===== config.mk =====
export PLATFORM = sky130hd
export DESIGN_NAME = pulse_start_linear_fit_timer_core
export DESIGN_NICKNAME = d
export VERILOG_FILES = /design/src/hw/rtl/pslf_pkg.sv /design/src/hw/rtl/pslf_front.sv /design/src/hw/rtl/pslf_queue.sv /design/src/hw/rtl/pslf_back.sv /design/src/hw/rtl/pulse_start_linear_fit_timer_core.sv
export SDC_FILE = /design/constraint.sdc
export NUM_CORES = 2
export LEC_CHECK = 0
export BUFFER_PORTS_ARGS = -buffer_cell sky130_fd_sc_hd__buf_2
export CAP_MARGIN = 0
export CORE_UTILIZATION = 40
export DETAILED_ROUTE_END_ITERATION = 6
export GPL_TIMING_DRIVEN = 0
export SKIP_LAST_GASP = 1
export SYNTH_ARGS = -nofsm -noshare
export SYNTH_HDL_FRONTEND = slang
export SYNTH_SLANG_ARGS = --single-unit

===== constraint.sdc =====
create_clock -name clk -period 26.8 [get_ports clk]
set_clock_uncertainty 0.1 [all_clocks]
set_input_delay 5.36 -clock clk [delete_from_list [all_inputs] [get_ports clk]]
set_output_delay 5.36 -clock clk [all_outputs]
set_load 0.01 [all_outputs]

===== src/hw/rtl/pslf_pkg.sv =====
// shared types, widths and codes of the pulse start linear fit timer
package pslf_pkg;

  // result status codes
  localparam logic [1:0] ST_FOUND = 2'd0;
  localparam logic [1:0] ST_NONE  = 2'd1;
  localparam logic [1:0] ST_UNDER = 2'd2;
  localparam logic [1:0] ST_FLAT  = 2'd3;

  // configuration register indexes
  localparam logic [1:0] CFG_BASELINE   = 2'd0;
  localparam logic [1:0] CFG_TRIGGER    = 2'd1;
  localparam logic [1:0] CFG_UNDERSHOOT = 2'd2;
  localparam logic [1:0] CFG_SPAN       = 2'd3;

  // field widths
  localparam int SAMPLE_W = 12;
  localparam int STATUS_W = 2;
  localparam int TIME_W   = 16;
  localparam int CFG_W    = 17;

  // datapath widths, sized for windows up to 7 and traces up to 1024 samples
  localparam int DELTA_W = 18;          // sample*16 - baseline
  localparam int X0_W    = 12;          // index of first fitted sample
  localparam int SY_W    = 21;          // sum of y
  localparam int SUY_W   = 24;          // sum of u*y
  localparam int ND_W    = 29;          // fit numerator and denominator
  localparam int XD_W    = X0_W + ND_W; // x0*D + N
  localparam int PW      = XD_W + 3;    // 5*(x0*D + N), divider dividend

  // header of one job handed from the front to the back
  typedef struct packed {
    logic                    fit;
    logic [STATUS_W-1:0]     status;
    logic signed [X0_W-1:0]  x0;
  } job_hdr_t;

  // back end status seen by the top level
  typedef struct packed {
    logic idle;
  } back_stat_t;

endpackage


===== src/hw/rtl/pslf_front.sv =====
// front end: baseline subtraction, trigger run tracking and job classification
module pslf_front import pslf_pkg::*; #(
  parameter int FIT_WINDOW  = 5,
  parameter int MAX_SAMPLES = 256
) (
  input  logic                          clk,
  input  logic                          rst_n,
  input  logic [15:0]                   baseline,
  input  logic [15:0]                   trigger_level,
  input  logic signed [CFG_W-1:0]       undershoot_level,
  input  logic [7:0]                    undershoot_span,
  input  logic                          in_valid,
  output logic                          in_ready,
  input  logic [SAMPLE_W-1:0]           in_sample,
  input  logic                          in_last_sample,
  output logic                          job_valid,
  input  logic                          job_ready,
  output job_hdr_t                      job_hdr,
  output logic [FIT_WINDOW*DELTA_W-1:0] job_win
);

  localparam int HIST  = FIT_WINDOW + 1;
  localparam int IDX_W = $clog2(MAX_SAMPLES + 1);
  localparam int RUN_W = $clog2(FIT_WINDOW + 1);
  localparam int CMP_W = (IDX_W > 8) ? IDX_W : 8;

  logic [IDX_W-1:0]          idx_r, idx_nxt;
  logic [RUN_W-1:0]          run_r, run_nxt;
  logic signed [DELTA_W-1:0] deltas_r [HIST];
  logic signed [DELTA_W-1:0] deltas_nxt [HIST];
  logic                      decided_r, decided_nxt;

  logic signed [DELTA_W-1:0] diff;
  logic signed [DELTA_W-1:0] whole;
  logic                      under_hit;
  logic                      trig_hit;
  logic                      run_full;
  logic                      emit;
  logic                      accept;

  assign in_ready = job_ready;
  assign accept   = in_valid && in_ready;

  always_comb begin
    diff = $signed({2'b00, in_sample, 4'b0000}) - $signed({2'b00, baseline});
    // whole counts, truncated toward zero
    if (diff[DELTA_W-1] && (diff[3:0] != 4'd0)) begin
      whole = {diff[DELTA_W-1:4] + 14'd1, 4'b0000};
    end else begin
      whole = {diff[DELTA_W-1:4], 4'b0000};
    end
    under_hit = (CMP_W'(idx_r) <= CMP_W'(undershoot_span)) &&
                (whole <= $signed({undershoot_level[CFG_W-1], undershoot_level}));
    trig_hit  = whole >= $signed({2'b00, trigger_level});
    run_full  = run_r >= RUN_W'(FIT_WINDOW);
  end

  always_comb begin
    idx_nxt     = idx_r;
    run_nxt     = run_r;
    deltas_nxt  = deltas_r;
    decided_nxt = decided_r;
    emit        = 1'b0;
    job_hdr.fit    = 1'b0;
    job_hdr.status = ST_NONE;
    job_hdr.x0     = X0_W'(idx_r) - X0_W'(FIT_WINDOW + 1);

    if (accept) begin
      if (!decided_r) begin
        if (under_hit) begin
          job_hdr.status = ST_UNDER;
          emit           = 1'b1;
        end else if (run_full) begin
          job_hdr.fit    = 1'b1;
          job_hdr.status = ST_FOUND;
          emit           = 1'b1;
        end else if (trig_hit) begin
          run_nxt = run_r + 1'b1;
        end else begin
          run_nxt = '0;
        end

        if (emit) begin
          decided_nxt = 1'b1;
        end else begin
          for (int j = HIST - 1; j > 0; j--) begin
            deltas_nxt[j] = deltas_r[j-1];
          end
          deltas_nxt[0] = diff;
          if (idx_r < IDX_W'(MAX_SAMPLES)) begin
            idx_nxt = idx_r + 1'b1;
          end
          if (in_last_sample) begin
            job_hdr.fit    = 1'b0;
            job_hdr.status = ST_NONE;
            emit           = 1'b1;
          end
        end
      end

      // end of trace clears everything for the next one
      if (in_last_sample) begin
        idx_nxt     = '0;
        run_nxt     = '0;
        decided_nxt = 1'b0;
        for (int j = 0; j < HIST; j++) begin
          deltas_nxt[j] = '0;
        end
      end
    end
  end

  assign job_valid = emit;

  // window position u holds the sample fitted at x0 + u
  always_comb begin
    for (int u = 0; u < FIT_WINDOW; u++) begin
      job_win[u*DELTA_W +: DELTA_W] = deltas_r[FIT_WINDOW-u];
    end
  end

  always_ff @(posedge clk) begin
    if (!rst_n) begin
      idx_r     <= '0;
      run_r     <= '0;
      decided_r <= 1'b0;
      for (int j = 0; j < HIST; j++) begin
        deltas_r[j] <= '0;
      end
    end else begin
      idx_r     <= idx_nxt;
      run_r     <= run_nxt;
      decided_r <= decided_nxt;
      deltas_r  <= deltas_nxt;
    end
  end

endmodule


===== src/hw/rtl/pslf_queue.sv =====
// two entry job queue between front and back
module pslf_queue #(
  parameter int DATA_W = 8
) (
  input  logic              clk,
  input  logic              rst_n,
  input  logic              push_valid,
  output logic              push_ready,
  input  logic [DATA_W-1:0] push_data,
  output logic              pop_valid,
  input  logic              pop_ready,
  output logic [DATA_W-1:0] pop_data
);

  localparam logic [1:0] LEVEL_FULL = 2'd2;

  logic [DATA_W-1:0] mem_r [2];
  logic              wr_r, rd_r;
  logic [1:0]        cnt_r;
  logic              push, pop;

  assign push_ready = cnt_r != LEVEL_FULL;
  assign pop_valid  = cnt_r != 2'd0;
  assign pop_data   = mem_r[rd_r];
  assign push       = push_valid && push_ready;
  assign pop        = pop_valid && pop_ready;

  always_ff @(posedge clk) begin
    if (push) begin
      mem_r[wr_r] <= push_data;
    end
  end

  always_ff @(posedge clk) begin
    if (!rst_n) begin
      wr_r  <= 1'b0;
      rd_r  <= 1'b0;
      cnt_r <= 2'd0;
    end else begin
      if (push) begin
        wr_r <= ~wr_r;
      end
      if (pop) begin
        rd_r <= ~rd_r;
      end
      if (push && !pop) begin
        cnt_r <= cnt_r + 2'd1;
      end else if (pop && !push) begin
        cnt_r <= cnt_r - 2'd1;
      end
    end
  end

endmodule


===== src/hw/rtl/pslf_back.sv =====
// back end: line fit sums, crossing time division, saturation and output register
module pslf_back import pslf_pkg::*; #(
  parameter int FIT_WINDOW = 5
) (
  input  logic                          clk,
  input  logic                          rst_n,
  input  logic                          job_valid,
  output logic                          job_ready,
  input  job_hdr_t                      job_hdr,
  input  logic [FIT_WINDOW*DELTA_W-1:0] job_win,
  output logic                          out_valid,
  input  logic                          out_ready,
  output logic [STATUS_W-1:0]           out_status,
  output logic signed [TIME_W-1:0]      out_start_time_ns,
  output back_stat_t                    stat
);

  localparam int CNT_W  = $clog2(FIT_WINDOW);
  localparam int DCNT_W = $clog2(PW);
  localparam int SU     = FIT_WINDOW * (FIT_WINDOW - 1) / 2;
  localparam int SUU    = (FIT_WINDOW - 1) * FIT_WINDOW * (2 * FIT_WINDOW - 1) / 6;

  localparam logic signed [ND_W-1:0] SU_C  = ND_W'(SU);
  localparam logic signed [ND_W-1:0] SUU_C = ND_W'(SUU);
  localparam logic signed [ND_W-1:0] N_C   = ND_W'(FIT_WINDOW);
  localparam logic [PW-1:0]          POS_LIM  = PW'(32767);
  localparam logic [PW-1:0]          NEG_LIM  = PW'(32768);
  localparam logic signed [TIME_W-1:0] TIME_MAX = 16'sh7fff;
  localparam logic signed [TIME_W-1:0] TIME_MIN = 16'sh8000;

  localparam logic [2:0] B_IDLE = 3'd0;
  localparam logic [2:0] B_SUM  = 3'd1;
  localparam logic [2:0] B_ND   = 3'd2;
  localparam logic [2:0] B_XD   = 3'd3;
  localparam logic [2:0] B_PREP = 3'd4;
  localparam logic [2:0] B_DIV  = 3'd5;
  localparam logic [2:0] B_SAT  = 3'd6;
  localparam logic [2:0] B_DONE = 3'd7;

  logic [2:0]                 state_r, state_nxt;
  logic signed [DELTA_W-1:0]  win_r [FIT_WINDOW];
  logic signed [DELTA_W-1:0]  win_nxt [FIT_WINDOW];
  logic signed [X0_W-1:0]     x0_r, x0_nxt;
  logic [CNT_W-1:0]           cnt_r, cnt_nxt;
  logic signed [SY_W-1:0]     sy_r, sy_nxt;
  logic signed [SUY_W-1:0]    suy_r, suy_nxt;
  logic signed [ND_W-1:0]     n_r, n_nxt;
  logic signed [ND_W-1:0]     d_r, d_nxt;
  logic signed [XD_W-1:0]     xd_r, xd_nxt;
  logic [PW-1:0]              quot_r, quot_nxt;
  logic [ND_W-1:0]            rem_r, rem_nxt;
  logic [ND_W-1:0]            dmag_r, dmag_nxt;
  logic                       neg_r, neg_nxt;
  logic [DCNT_W-1:0]          dcnt_r, dcnt_nxt;
  logic [STATUS_W-1:0]        res_status_r, res_status_nxt;
  logic signed [TIME_W-1:0]   res_time_r, res_time_nxt;
  logic                       out_valid_r, out_valid_nxt;
  logic [STATUS_W-1:0]        out_status_r, out_status_nxt;
  logic signed [TIME_W-1:0]   out_time_r, out_time_nxt;

  logic signed [DELTA_W-1:0]  y_cur;
  logic signed [SUY_W-1:0]    y_ext, u_ext;
  logic signed [ND_W-1:0]     sy_x, suy_x;
  logic signed [XD_W-1:0]     x0_x, d_x, n_x;
  logic signed [PW-1:0]       xd_ext, p_c;
  logic [ND_W:0]              rem_sh;

  assign job_ready         = state_r == B_IDLE;
  assign stat.idle         = state_r == B_IDLE;
  assign out_valid         = out_valid_r;
  assign out_status        = out_status_r;
  assign out_start_time_ns = out_time_r;

  always_comb begin
    y_cur  = win_r[cnt_r];
    y_ext  = SUY_W'(y_cur);
    u_ext  = $signed({{(SUY_W-CNT_W){1'b0}}, cnt_r});
    sy_x   = ND_W'(sy_r);
    suy_x  = ND_W'(suy_r);
    x0_x   = XD_W'(x0_r);
    d_x    = XD_W'(d_r);
    n_x    = XD_W'(n_r);
    xd_ext = PW'(xd_r);
    p_c    = (xd_ext <<< 2) + xd_ext;
    rem_sh = {rem_r, quot_r[PW-1]};
  end

  always_comb begin
    state_nxt      = state_r;
    win_nxt        = win_r;
    x0_nxt         = x0_r;
    cnt_nxt        = cnt_r;
    sy_nxt         = sy_r;
    suy_nxt        = suy_r;
    n_nxt          = n_r;
    d_nxt          = d_r;
    xd_nxt         = xd_r;
    quot_nxt       = quot_r;
    rem_nxt        = rem_r;
    dmag_nxt       = dmag_r;
    neg_nxt        = neg_r;
    dcnt_nxt       = dcnt_r;
    res_status_nxt = res_status_r;
    res_time_nxt   = res_time_r;
    out_status_nxt = out_status_r;
    out_time_nxt   = out_time_r;
    out_valid_nxt  = out_valid_r && !out_ready;

    case (state_r)
      B_IDLE: begin
        if (job_valid) begin
          for (int u = 0; u < FIT_WINDOW; u++) begin
            win_nxt[u] = job_win[u*DELTA_W +: DELTA_W];
          end
          x0_nxt  = job_hdr.x0;
          cnt_nxt = '0;
          sy_nxt  = '0;
          suy_nxt = '0;
          if (job_hdr.fit) begin
            state_nxt = B_SUM;
          end else begin
            res_status_nxt = job_hdr.status;
            res_time_nxt   = '0;
            state_nxt      = B_DONE;
          end
        end
      end
      B_SUM: begin
        sy_nxt  = sy_r + SY_W'(y_cur);
        suy_nxt = suy_r + u_ext * y_ext;
        if (cnt_r == CNT_W'(FIT_WINDOW - 1)) begin
          state_nxt = B_ND;
        end else begin
          cnt_nxt = cnt_r + 1'b1;
        end
      end
      B_ND: begin
        n_nxt     = SU_C * suy_x - SUU_C * sy_x;
        d_nxt     = N_C * suy_x - SU_C * sy_x;
        state_nxt = B_XD;
      end
      B_XD: begin
        if (d_r == '0) begin
          res_status_nxt = ST_FLAT;
          res_time_nxt   = '0;
          state_nxt      = B_DONE;
        end else begin
          xd_nxt    = x0_x * d_x + n_x;
          state_nxt = B_PREP;
        end
      end
      B_PREP: begin
        quot_nxt  = p_c[PW-1] ? PW'(-p_c) : p_c;
        dmag_nxt  = d_r[ND_W-1] ? ND_W'(-d_r) : d_r;
        neg_nxt   = p_c[PW-1] ^ d_r[ND_W-1];
        rem_nxt   = '0;
        dcnt_nxt  = '0;
        state_nxt = B_DIV;
      end
      B_DIV: begin
        // restoring division, one quotient bit per cycle
        if (rem_sh >= {1'b0, dmag_r}) begin
          rem_nxt  = ND_W'(rem_sh - {1'b0, dmag_r});
          quot_nxt = {quot_r[PW-2:0], 1'b1};
        end else begin
          rem_nxt  = rem_sh[ND_W-1:0];
          quot_nxt = {quot_r[PW-2:0], 1'b0};
        end
        if (dcnt_r == DCNT_W'(PW - 1)) begin
          state_nxt = B_SAT;
        end else begin
          dcnt_nxt = dcnt_r + 1'b1;
        end
      end
      B_SAT: begin
        res_status_nxt = ST_FOUND;
        if (neg_r) begin
          res_time_nxt = (quot_r > NEG_LIM) ? TIME_MIN : TIME_W'(-quot_r);
        end else begin
          res_time_nxt = (quot_r > POS_LIM) ? TIME_MAX : TIME_W'(quot_r);
        end
        state_nxt = B_DONE;
      end
      B_DONE: begin
        if (!out_valid_r || out_ready) begin
          out_valid_nxt  = 1'b1;
          out_status_nxt = res_status_r;
          out_time_nxt   = res_time_r;
          state_nxt      = B_IDLE;
        end
      end
      default: begin
        state_nxt = B_IDLE;
      end
    endcase
  end

  always_ff @(posedge clk) begin
    win_r        <= win_nxt;
    x0_r         <= x0_nxt;
    cnt_r        <= cnt_nxt;
    sy_r         <= sy_nxt;
    suy_r        <= suy_nxt;
    n_r          <= n_nxt;
    d_r          <= d_nxt;
    xd_r         <= xd_nxt;
    quot_r       <= quot_nxt;
    rem_r        <= rem_nxt;
    dmag_r       <= dmag_nxt;
    neg_r        <= neg_nxt;
    dcnt_r       <= dcnt_nxt;
    res_status_r <= res_status_nxt;
    res_time_r   <= res_time_nxt;
    out_status_r <= out_status_nxt;
    out_time_r   <= out_time_nxt;
  end

  always_ff @(posedge clk) begin
    if (!rst_n) begin
      state_r     <= B_IDLE;
      out_valid_r <= 1'b0;
    end else begin
      state_r     <= state_nxt;
      out_valid_r <= out_valid_nxt;
    end
  end

endmodule


===== src/hw/rtl/pulse_start_linear_fit_timer_core.sv =====
// top level of the pulse start timer: config registers, front, job queue and fit back end
//
//   channel  direction  handshake            payload
//   in_      input      in_valid / in_ready   in_sample, in_last_sample
//   out_     output     out_valid / out_ready out_status, out_start_time_ns
//   cfg_     input      cfg_we                cfg_index, cfg_data
//
// samples are taken one per cycle while the two entry job queue has room
// a fit job runs window sums and products in the back end, then, for a nonzero
// denominator, a 44 step restoring divider; other results skip to the output stage
// the back end output register lets the next job start while a result waits
// synchronous active low reset clears trace state, queue, back end and config registers
// a stalled output holds one result in the output register and one in the back end,
// two more jobs fill the queue, then in_ready drops
module pulse_start_linear_fit_timer_core import pslf_pkg::*; #(
  parameter int FIT_WINDOW  = 5,
  parameter int MAX_SAMPLES = 256
) (
  input  logic                     clk,
  input  logic                     rst_n,
  // sample channel
  input  logic                     in_valid,
  output logic                     in_ready,
  input  logic [SAMPLE_W-1:0]      in_sample,
  input  logic                     in_last_sample,
  // result channel
  output logic                     out_valid,
  input  logic                     out_ready,
  output logic [STATUS_W-1:0]      out_status,
  output logic signed [TIME_W-1:0] out_start_time_ns,
  // configuration writes
  input  logic                     cfg_we,
  input  logic [1:0]               cfg_index,
  input  logic [CFG_W-1:0]         cfg_data
);

  localparam int JOB_W = $bits(job_hdr_t) + FIT_WINDOW * DELTA_W;

  // configuration registers
  logic [15:0]              baseline_r;
  logic [15:0]              trigger_level_r;
  logic signed [CFG_W-1:0]  undershoot_level_r;
  logic [7:0]               undershoot_span_r;

  // front to queue
  logic                          fq_valid, fq_ready;
  job_hdr_t                      fq_hdr;
  logic [FIT_WINDOW*DELTA_W-1:0] fq_win;

  // queue to back
  logic                          qb_valid, qb_ready;
  logic [JOB_W-1:0]              qb_data;
  job_hdr_t                      qb_hdr;
  logic [FIT_WINDOW*DELTA_W-1:0] qb_win;

  back_stat_t                    bstat;

  always_ff @(posedge clk) begin
    if (!rst_n) begin
      baseline_r         <= 16'd0;
      trigger_level_r    <= 16'd80;
      undershoot_level_r <= -17'sd160;
      undershoot_span_r  <= 8'd30;
    end else if (cfg_we) begin
      case (cfg_index)
        CFG_BASELINE:   baseline_r         <= cfg_data[15:0];
        CFG_TRIGGER:    trigger_level_r    <= cfg_data[15:0];
        CFG_UNDERSHOOT: undershoot_level_r <= cfg_data;
        CFG_SPAN:       undershoot_span_r  <= cfg_data[7:0];
        default: begin
        end
      endcase
    end
  end

  // front: classify each sample, hand decisions on as jobs
  pslf_front #(
    .FIT_WINDOW  (FIT_WINDOW),
    .MAX_SAMPLES (MAX_SAMPLES)
  ) u_front (
    .clk              (clk),
    .rst_n            (rst_n),
    .baseline         (baseline_r),
    .trigger_level    (trigger_level_r),
    .undershoot_level (undershoot_level_r),
    .undershoot_span  (undershoot_span_r),
    .in_valid         (in_valid),
    .in_ready         (in_ready),
    .in_sample        (in_sample),
    .in_last_sample   (in_last_sample),
    .job_valid        (fq_valid),
    .job_ready        (fq_ready),
    .job_hdr          (fq_hdr),
    .job_win          (fq_win)
  );

  // short queue decouples sample intake from the long fit
  pslf_queue #(
    .DATA_W (JOB_W)
  ) u_queue (
    .clk        (clk),
    .rst_n      (rst_n),
    .push_valid (fq_valid),
    .push_ready (fq_ready),
    .push_data  ({fq_hdr, fq_win}),
    .pop_valid  (qb_valid),
    .pop_ready  (qb_ready),
    .pop_data   (qb_data)
  );

  assign qb_hdr = qb_data[JOB_W-1 -: $bits(job_hdr_t)];
  assign qb_win = qb_data[FIT_WINDOW*DELTA_W-1:0];

  // back: fit, divide, saturate and present the result
  pslf_back #(
    .FIT_WINDOW (FIT_WINDOW)
  ) u_back (
    .clk               (clk),
    .rst_n             (rst_n),
    .job_valid         (qb_valid),
    .job_ready         (qb_ready),
    .job_hdr           (qb_hdr),
    .job_win           (qb_win),
    .out_valid         (out_valid),
    .out_ready         (out_ready),
    .out_status        (out_status),
    .out_start_time_ns (out_start_time_ns),
    .stat              (bstat)
  );

  // only a found result carries a time
  a_time_zero: assert property (@(posedge clk) disable iff (!rst_n)
    out_valid && (out_status != ST_FOUND) |-> out_start_time_ns == '0)
    else $error("nonzero time on a result that is not found");

  // a new result only comes from a back end that was working on a job
  a_rise_from_work: assert property (@(posedge clk) disable iff (!rst_n)
    $rose(out_valid) |-> $past(!bstat.idle))
    else $error("result appeared without a job in the back end");

  // after a transfer the output holds again only if the back end just finished a job
  a_reload_from_work: assert property (@(posedge clk) disable iff (!rst_n)
    out_valid && out_ready |=> !out_valid || $past(!bstat.idle))
    else $error("output reloaded without a finished job");

endmodule

# Yosys cells after proc, flatten, opt, wreduce, memory -nomap -nowiden
# Memory sizes are Yosys's and may differ from the RTL's. A register that Yosys moved wholly into a read port is not among the register bits.
# Cells that the tools add are included.
[classes]
add_sub_neg = 19
mul = 6
order_cmp = 9
n_eq_ne = 25
muxes = 75
bitwise = 5
reduce_logical = 38
[op_table]
columns = ["op", "n"]
rows = [
  ["108-bit two-way mux", 3],
  ["16-bit two-way mux", 6],
  ["44-bit one-hot mux with 2 select lines", 1],
  ["29-bit subtractor", 3],
  ["29-bit one-hot mux with 2 select lines", 1],
  ["4-bit by 24-bit multiplier with 28-bit output (first input constant)", 2],
  ["18-bit binary-select mux with 3-bit select", 1],
  ["18-bit two-way mux", 3],
  ["3-bit two-way mux", 17],
  ["16-bit one-hot mux with 3 select lines", 1],
  ["24-bit one-hot mux with 2 select lines", 1],
  ["43-bit by 41-bit adder with 44-bit output", 1],
  ["44-bit by 15-bit > comparator with 1-bit output (second input constant)", 1],
  ["44-bit by 16-bit > comparator with 1-bit output (second input constant)", 1],
  ["44-bit two-way mux", 1],
  ["44-bit negation", 1],
  ["21-bit one-hot mux with 2 select lines", 1],
  ["41-bit by 29-bit adder with 41-bit output", 1],
  ["12-bit by 29-bit multiplier with 41-bit output", 1],
  ["9-bit two-way mux", 4],
  ["30-bit by 29-bit greater-or-equal comparator with 1-bit output", 1],
  ["29-bit logical NOT", 1],
  ["29-bit two-way mux", 1],
  ["29-bit negation", 1],
  ["other kinds (52)", 122],
]
[totals]
reg_bits = 580
ram_bits = 210
output_inout_bits = 20
word_cells = 218
n_memories = 1
[memory_table]
columns = ["memory", "depth", "width", "rd", "rd_clocked_by_memory_dff", "write_ports", "line", "text"]
rows = [
  ["u_queue.mem_r", 2, 105, 1, 1, 1, "pslf_queue.sv:17", "logic [DATA_W-1:0] mem_r [2];"],
]

# Depth between registers and ports, before layout
[logic_depth]
ltp_word = 17
mapped_depth = 28
depth_no_buf = 28

# Modules after synthesis
# A second synthesis with hierarchy kept.
[hier_totals]
cells_unflattened = 5908
hier_area_um2 = 61425.2
[by_module_without_submodules]
columns = ["module", "instances", "cells_each", "area_per_inst_um2", "seq_area_each_um2"]
rows = [
  ["pslf_back", 1, 4476, 43997.2, 11881.4],
  ["pslf_queue", 1, 351, 8070.2, 6406.1],
  ["pslf_front", 1, 853, 7108.1, 2302.2],
  ["pulse_start_linear_fit_timer_core", 1, 228, 2249.7, 1141.1],
]

# Worst setup path after synthesis
# OpenSTA, ideal clock, no wires.
[synth_timing]
kind = "input-to-reg"
start = "input port in_sample[0]"
end = "memory u_queue.mem_r[0][0] in the netlist's numbering, enable pin"
arrival_ns = 13.703
t_required_ns = 26.132
setup_slack_ns = 12.429
stages = 21
n_path_buf = 0
cell_sequence = "ha_1 > nor4bb_1 > o21ai_0 > a21boi_0 > o2111ai_1 > a21oi_1 > o211a_1 > o21a_1 > nor3b_1 > mux2_2 > ha_1 > a21o_1 > a21o_1 > a21o_1 > a21o_1 > a21o_1 > a21oi_1 > o22ai_1 > nand2_1 > o21a_1 > nor2b_1"
[synth_via]
elab_chain_len = 14
[synth_lines]
columns = ["item", "line", "text"]
rows = [
  ["start: declaration", "pulse_start_linear_fit_timer_core.sv:24", "input logic [SAMPLE_W-1:0] in_sample,"],
  ["16-bit by 16-bit subtractor with 17-bit output *", "pslf_front.sv:45", "diff = $signed({2'b00, in_sample, 4'b0000}) - $signed({2'b00, baseline});"],
  ["14-bit by 1-bit adder with 14-bit output / 1-bit logical AND (equally long branches)", "pslf_front.sv:48, pslf_front.sv:47", ""],
  ["18-bit two-way mux *", "pslf_front.sv:47", "if (diff[DELTA_W-1] && (diff[3:0] != 4'd0)) begin"],
  ["18-bit by 17-bit less-or-equal comparator with 1-bit output *", "pslf_front.sv:53", "(whole <= $signed({undershoot_level[CFG_W-1], undershoot_level}));"],
  ["1-bit logical AND *", "pslf_front.sv:52", "under_hit = (CMP_W'(idx_r) <= CMP_W'(undershoot_span)) &&"],
  ["1-bit two-way mux *", "pslf_front.sv:70", "if (under_hit) begin"],
  ["1-bit two-way mux *", "pslf_front.sv:69", "if (!decided_r) begin"],
  ["1-bit two-way mux *", "pslf_front.sv:68", "if (accept) begin"],
  ["1-bit two-way mux *", "pslf_front.sv:83", "if (emit) begin"],
  ["1-bit two-way mux *", "pslf_front.sv:69", ""],
  ["1-bit two-way mux *", "pslf_front.sv:68", ""],
  ["1-bit logical AND *", "pslf_queue.sv:25", "assign push = push_valid && push_ready;"],
  ["named net u_queue.push", "pslf_queue.sv:20", "logic push, pop;"],
  ["1-bit two-way mux *", "pslf_queue.sv:29", "if (push) begin"],
  ["1-bit two-way mux (not written as such) *", "pslf_queue.sv:30", "mem_r[wr_r] <= push_data;"],
  ["end: declaration", "pslf_queue.sv:17", ""],
]
# The timed path passes the listed nets; every way through them passes the cells marked *. The select of a mux whose other input is x is not followed.

# Worst setup path in the final report
[layout_timing]
start = "input port in_sample[0]"
end = "register u_front.deltas_r, in the netlist u_front.job_win[7]"
[layout_via]
elab_chain_len = 10
[layout_lines]
columns = ["item", "line", "text"]
rows = [
  ["16-bit by 16-bit subtractor with 17-bit output *", "pslf_front.sv:45", ""],
  ["14-bit by 1-bit adder with 14-bit output / 1-bit logical AND (equally long branches)", "pslf_front.sv:48, pslf_front.sv:47", ""],
  ["18-bit two-way mux *", "pslf_front.sv:47", ""],
  ["18-bit by 17-bit less-or-equal comparator with 1-bit output *", "pslf_front.sv:53", ""],
  ["1-bit logical AND *", "pslf_front.sv:52", ""],
  ["1-bit two-way mux *", "pslf_front.sv:70", ""],
  ["1-bit two-way mux *", "pslf_front.sv:69", ""],
  ["1-bit two-way mux *", "pslf_front.sv:68", ""],
  ["2-bit inequality test (no source line) *", "-", ""],
  ["3-bit AND reduction (no source line) *", "-", ""],
  ["end signal: assignment", "pslf_front.sv:134", "deltas_r <= deltas_nxt;"],
  ["end: declaration", "pslf_front.sv:29", "logic signed [DELTA_W-1:0] deltas_r [HIST];"],
]
# Mark *: on every way between the ends. The rest lies on a longest branch, timed or not. The select of a mux whose other input is x is not followed.
# A chain may end at the register's enable or synchronous reset.

==> impl_results.md <==
- Status: finished, violations left
- Violated checks: DRC
- Post-synth top area share: 30.01%
- Share of layout cells above drive strength 1: 6.892%
- Clock slew at reported path FFs: 0.06 ns
- F_max: 85.28 MHz
- Die height: 383.6 um
- Core box area: 144000 um^2
- FFs w/ async S/R, synth: 0%
- Post-layout util: 44.57%
- HPWL Detailed: 118400 um
- Most frequent cell after synthesis: inv_1
- RSZ-0062 raised after global routing: no
- CTS tree: yes
- Final Hold Vio Count: 0
- Row count: 139
- Fin crit share: 43.75%
- RD Place Congestion: 0.9503
- Post-CTS Resized: 0
- Drt wl/cell: 19.26 um
- Routed vias: 41.58k
- Starting Density: 40.44%
- Yosys reg bits: 763
- DRC: 2
- Sequential-to-total area share from yosys stat: 36.23%
- Hold buffer count at cts: 0
- Ports: 57
- Pre-antenna DRT Iters: 7
- Pin count of the biggest net entering global routing: 62
- GR Overflow Total: 0
- Total CTS buffers: 84
- Top post-synthesis cells by area: edfxtp_1 30%, fa_1 14%, ha_1 10%, dfxtp_1 6.2%, inv_1 4.1%
- Synth area leader: edfxtp_1
- Yosys warns: 0
- # H-tree levels: 3
- Synth Flop Type: edfxtp_1
- Mapped Area: 58230 um^2
- Number of distinct library cells after synthesis: 89
- Worst Hold Depth: 0
- Die area: 147100 um^2
- Kind of critical path: in2reg
- Critical path arrival: 12.27 ns
- Worst Setup End Kind: register
- Crit path time final: 11.73 ns
- Post-synth EDFFs: 582
- Clock tree buffer depth: 3
- Clk sink count: 763
- Pins Over Slew Limit: 0
- DIE WIDTH: 383.6 um
- Top cells by count, synth: 634 x inv_1, 582 x edfxtp_1, 539 x nand2_1
- IO Port Bufs: 54
- Area Overhead vs Synth: 10.20%
- Setup-failing EPs final: 0
- Vias in the first global route: 41.26k
- Worst path required time: 27.34 ns
- Post-CTS Setup Bufs: 0
- First-pass GRT wire length: 235600 um
- Slew of the pin with the lowest slew margin: 1.444 ns
- Max-cap violations: 0
- Crit path max fanout: 10
- Worst setup SP type: input port
- Layout Nets: 6729
- Setup TNS: 0 ns
- Worst R2R Path Depth: 23
- Antenna violations before repair: 5
- GR Util All Layers: 20.53%
- Syn Inst Count: 5649
- Slew headroom: 2.863%
- DRT antenna net count: 0
- Drt via density: 5.345
- Syn_area_per_cell: 10.31 um^2
- Clk_lat worst skew: 0.71 ns
- Syn nets: 6574
- Post-Route WL: 149900 um
- Root buffer selected by CTS: clkbuf_16
- Initial DRC Count: 2523
- HP Class: reg2reg
[sequential cells by signal, indices dropped and copies added, names as in the netlist, 29 cells and up, named ones only]
| name | count |
|---|---|
| u_back.rem_r | 29 |
| u_front.job_win | 85 |
| u_back.win_r | 85 |
| u_back.quot_r | 44 |
| u_queue.mem_r | 196 |
| u_back.d_r | 29 |
| u_back.dmag_r | 29 |
| u_back.xd_r | 41 |
[worst paths after layout]
path / to / slack, ns / from
worst min-delay path: u_back.out_start_time_ns[5]$_DFFE_PP_ / 0.32 / u_back.res_time_r[5]$_SDFFCE_PN0P_
worst max-delay path: u_front.job_win[7]$_SDFFE_PN0P_ / 15.07 / in_sample[0]
worst max register to register: u_back.xd_r[40]$_DFFE_PP_ / 18.17 / u_back.x0_r[10]$_DFFE_PP_
worst min register to register: u_back.out_start_time_ns[5]$_DFFE_PP_ / 0.32 / u_back.res_time_r[5]$_SDFFCE_PN0P_
[cells by family (layout without fill, tap and decap cells)]
| family | after synthesis | in the layout | share of synthesized area, % |
|---|---|---|---|
| xor gates and xnor gates | 324 | 324 | 4.897 |
| muxes | 150 | 150 | 3.103 |
| adders and majority gates | 888 | 888 | 24.48 |
| buffers and inverters | 845 | 1072 | 5.462 |
| DFF | 763 | 763 | 36.23 |
| and+or+nand+nor | 1672 | 1672 | 14.25 |
| other | 0 | 1 | 0 |
| AOI/OAI and AO/OA | 1007 | 1007 | 11.57 |
[area by class of cell]
cell class | count | area, um^2
clock buffers | 104 | 2237
plain buffers | 210 | 797.0
multi-input cells | 4041 | 34010
diodes | 1 | 2.502
repair buffers | 69 | 553.0
flip-flops and latches | 763 | 21100
clock inverters | 54 | 713.2
inverters | 635 | 2386
well taps | 1903 | 2381
fillers | 13773 | 79830
[critical path: stages]
cell and delay (ns):
buf_2 0.12, ha_1 0.34, nor4bb_1 0.16, o21ai_0 0.27, a21boi_0 0.24, o2111ai_1 0.29
a21oi_1 0.15, o211a_1 0.24, o21a_1 0.23, nor3b_1 0.53, and3_1 0.36, nand2_1 0.09
xnor2_1 0.30, ha_1 0.22, a21o_1 0.11, a21o_1 0.10, a21oi_1 0.07, o221ai_1 0.17
a21oi_1 0.12, o22ai_1 0.36, nand2_1 0.19, nor3_1 0.76, clkbuf_1 0.47, clkbuf_1 0.67
a22oi_1 0.19, nor2b_1 0.16
[layout by cell type (no fill, tap or decap), types with 32 or more instances in the layout]
master     synthesis  routed
a22oi_1          104     104
nor3_1           108     107
mux2_2           104     104
and2_1           154     153
o211ai_1          33      33
nor2_1           285     284
a31oi_1           40      40
and3_1            47      47
or2_2             41      41
xnor2_1          213     213
or3_1             41      41
dfxtp_1          181     181
nand3_1           87      87
a21o_1            96      96
inv_1            634     633
o21ai_0          197     196
nand2_1          539     538
mux2i_1           32      32
nor2b_1          169     165
buf_2              1      55
fa_1             419     419
o21a_1            36      36
xor2_1           110     110
clkbuf_1         197     211
a21oi_1          198     198
nand4_1           32      32
clkbuf_16          0      84
ha_1             469     469
edfxtp_1         582     582
nand2b_1          73      73
a211oi_1          38      38
a21boi_0          60      60
[per-layer routing]
metal  part of all wire [%]  wire length, um  track usage (%)  vias to the layer above
met5                 0.0087               13                0                        -
met4                    3.2             4834            6.898                        2
met3                    4.7             7053            2.947                      226
met2                     48            71410            34.29                      919
met1                     44            66560            27.21                    20547
li1                       -                -                -                    19887
[stage by stage]
stage	hold slack [ns]	area (um^2)	cells	setup WS (ns)
floorplan	0.3003	58230	5649	12.43
global placement	0.3005	60890	7606	8.350
detailed placement	0.3062	61220	7621	14.30
CTS	0.3203	64170	7779	15.04
global route	0.3249	64170	7779	14.42
finish	0.3175	64180	7780	15.07
Power is left out: the tool's default activity adds up to more than one toggle a clock period on the data nets, which glitch-free logic cannot reach.
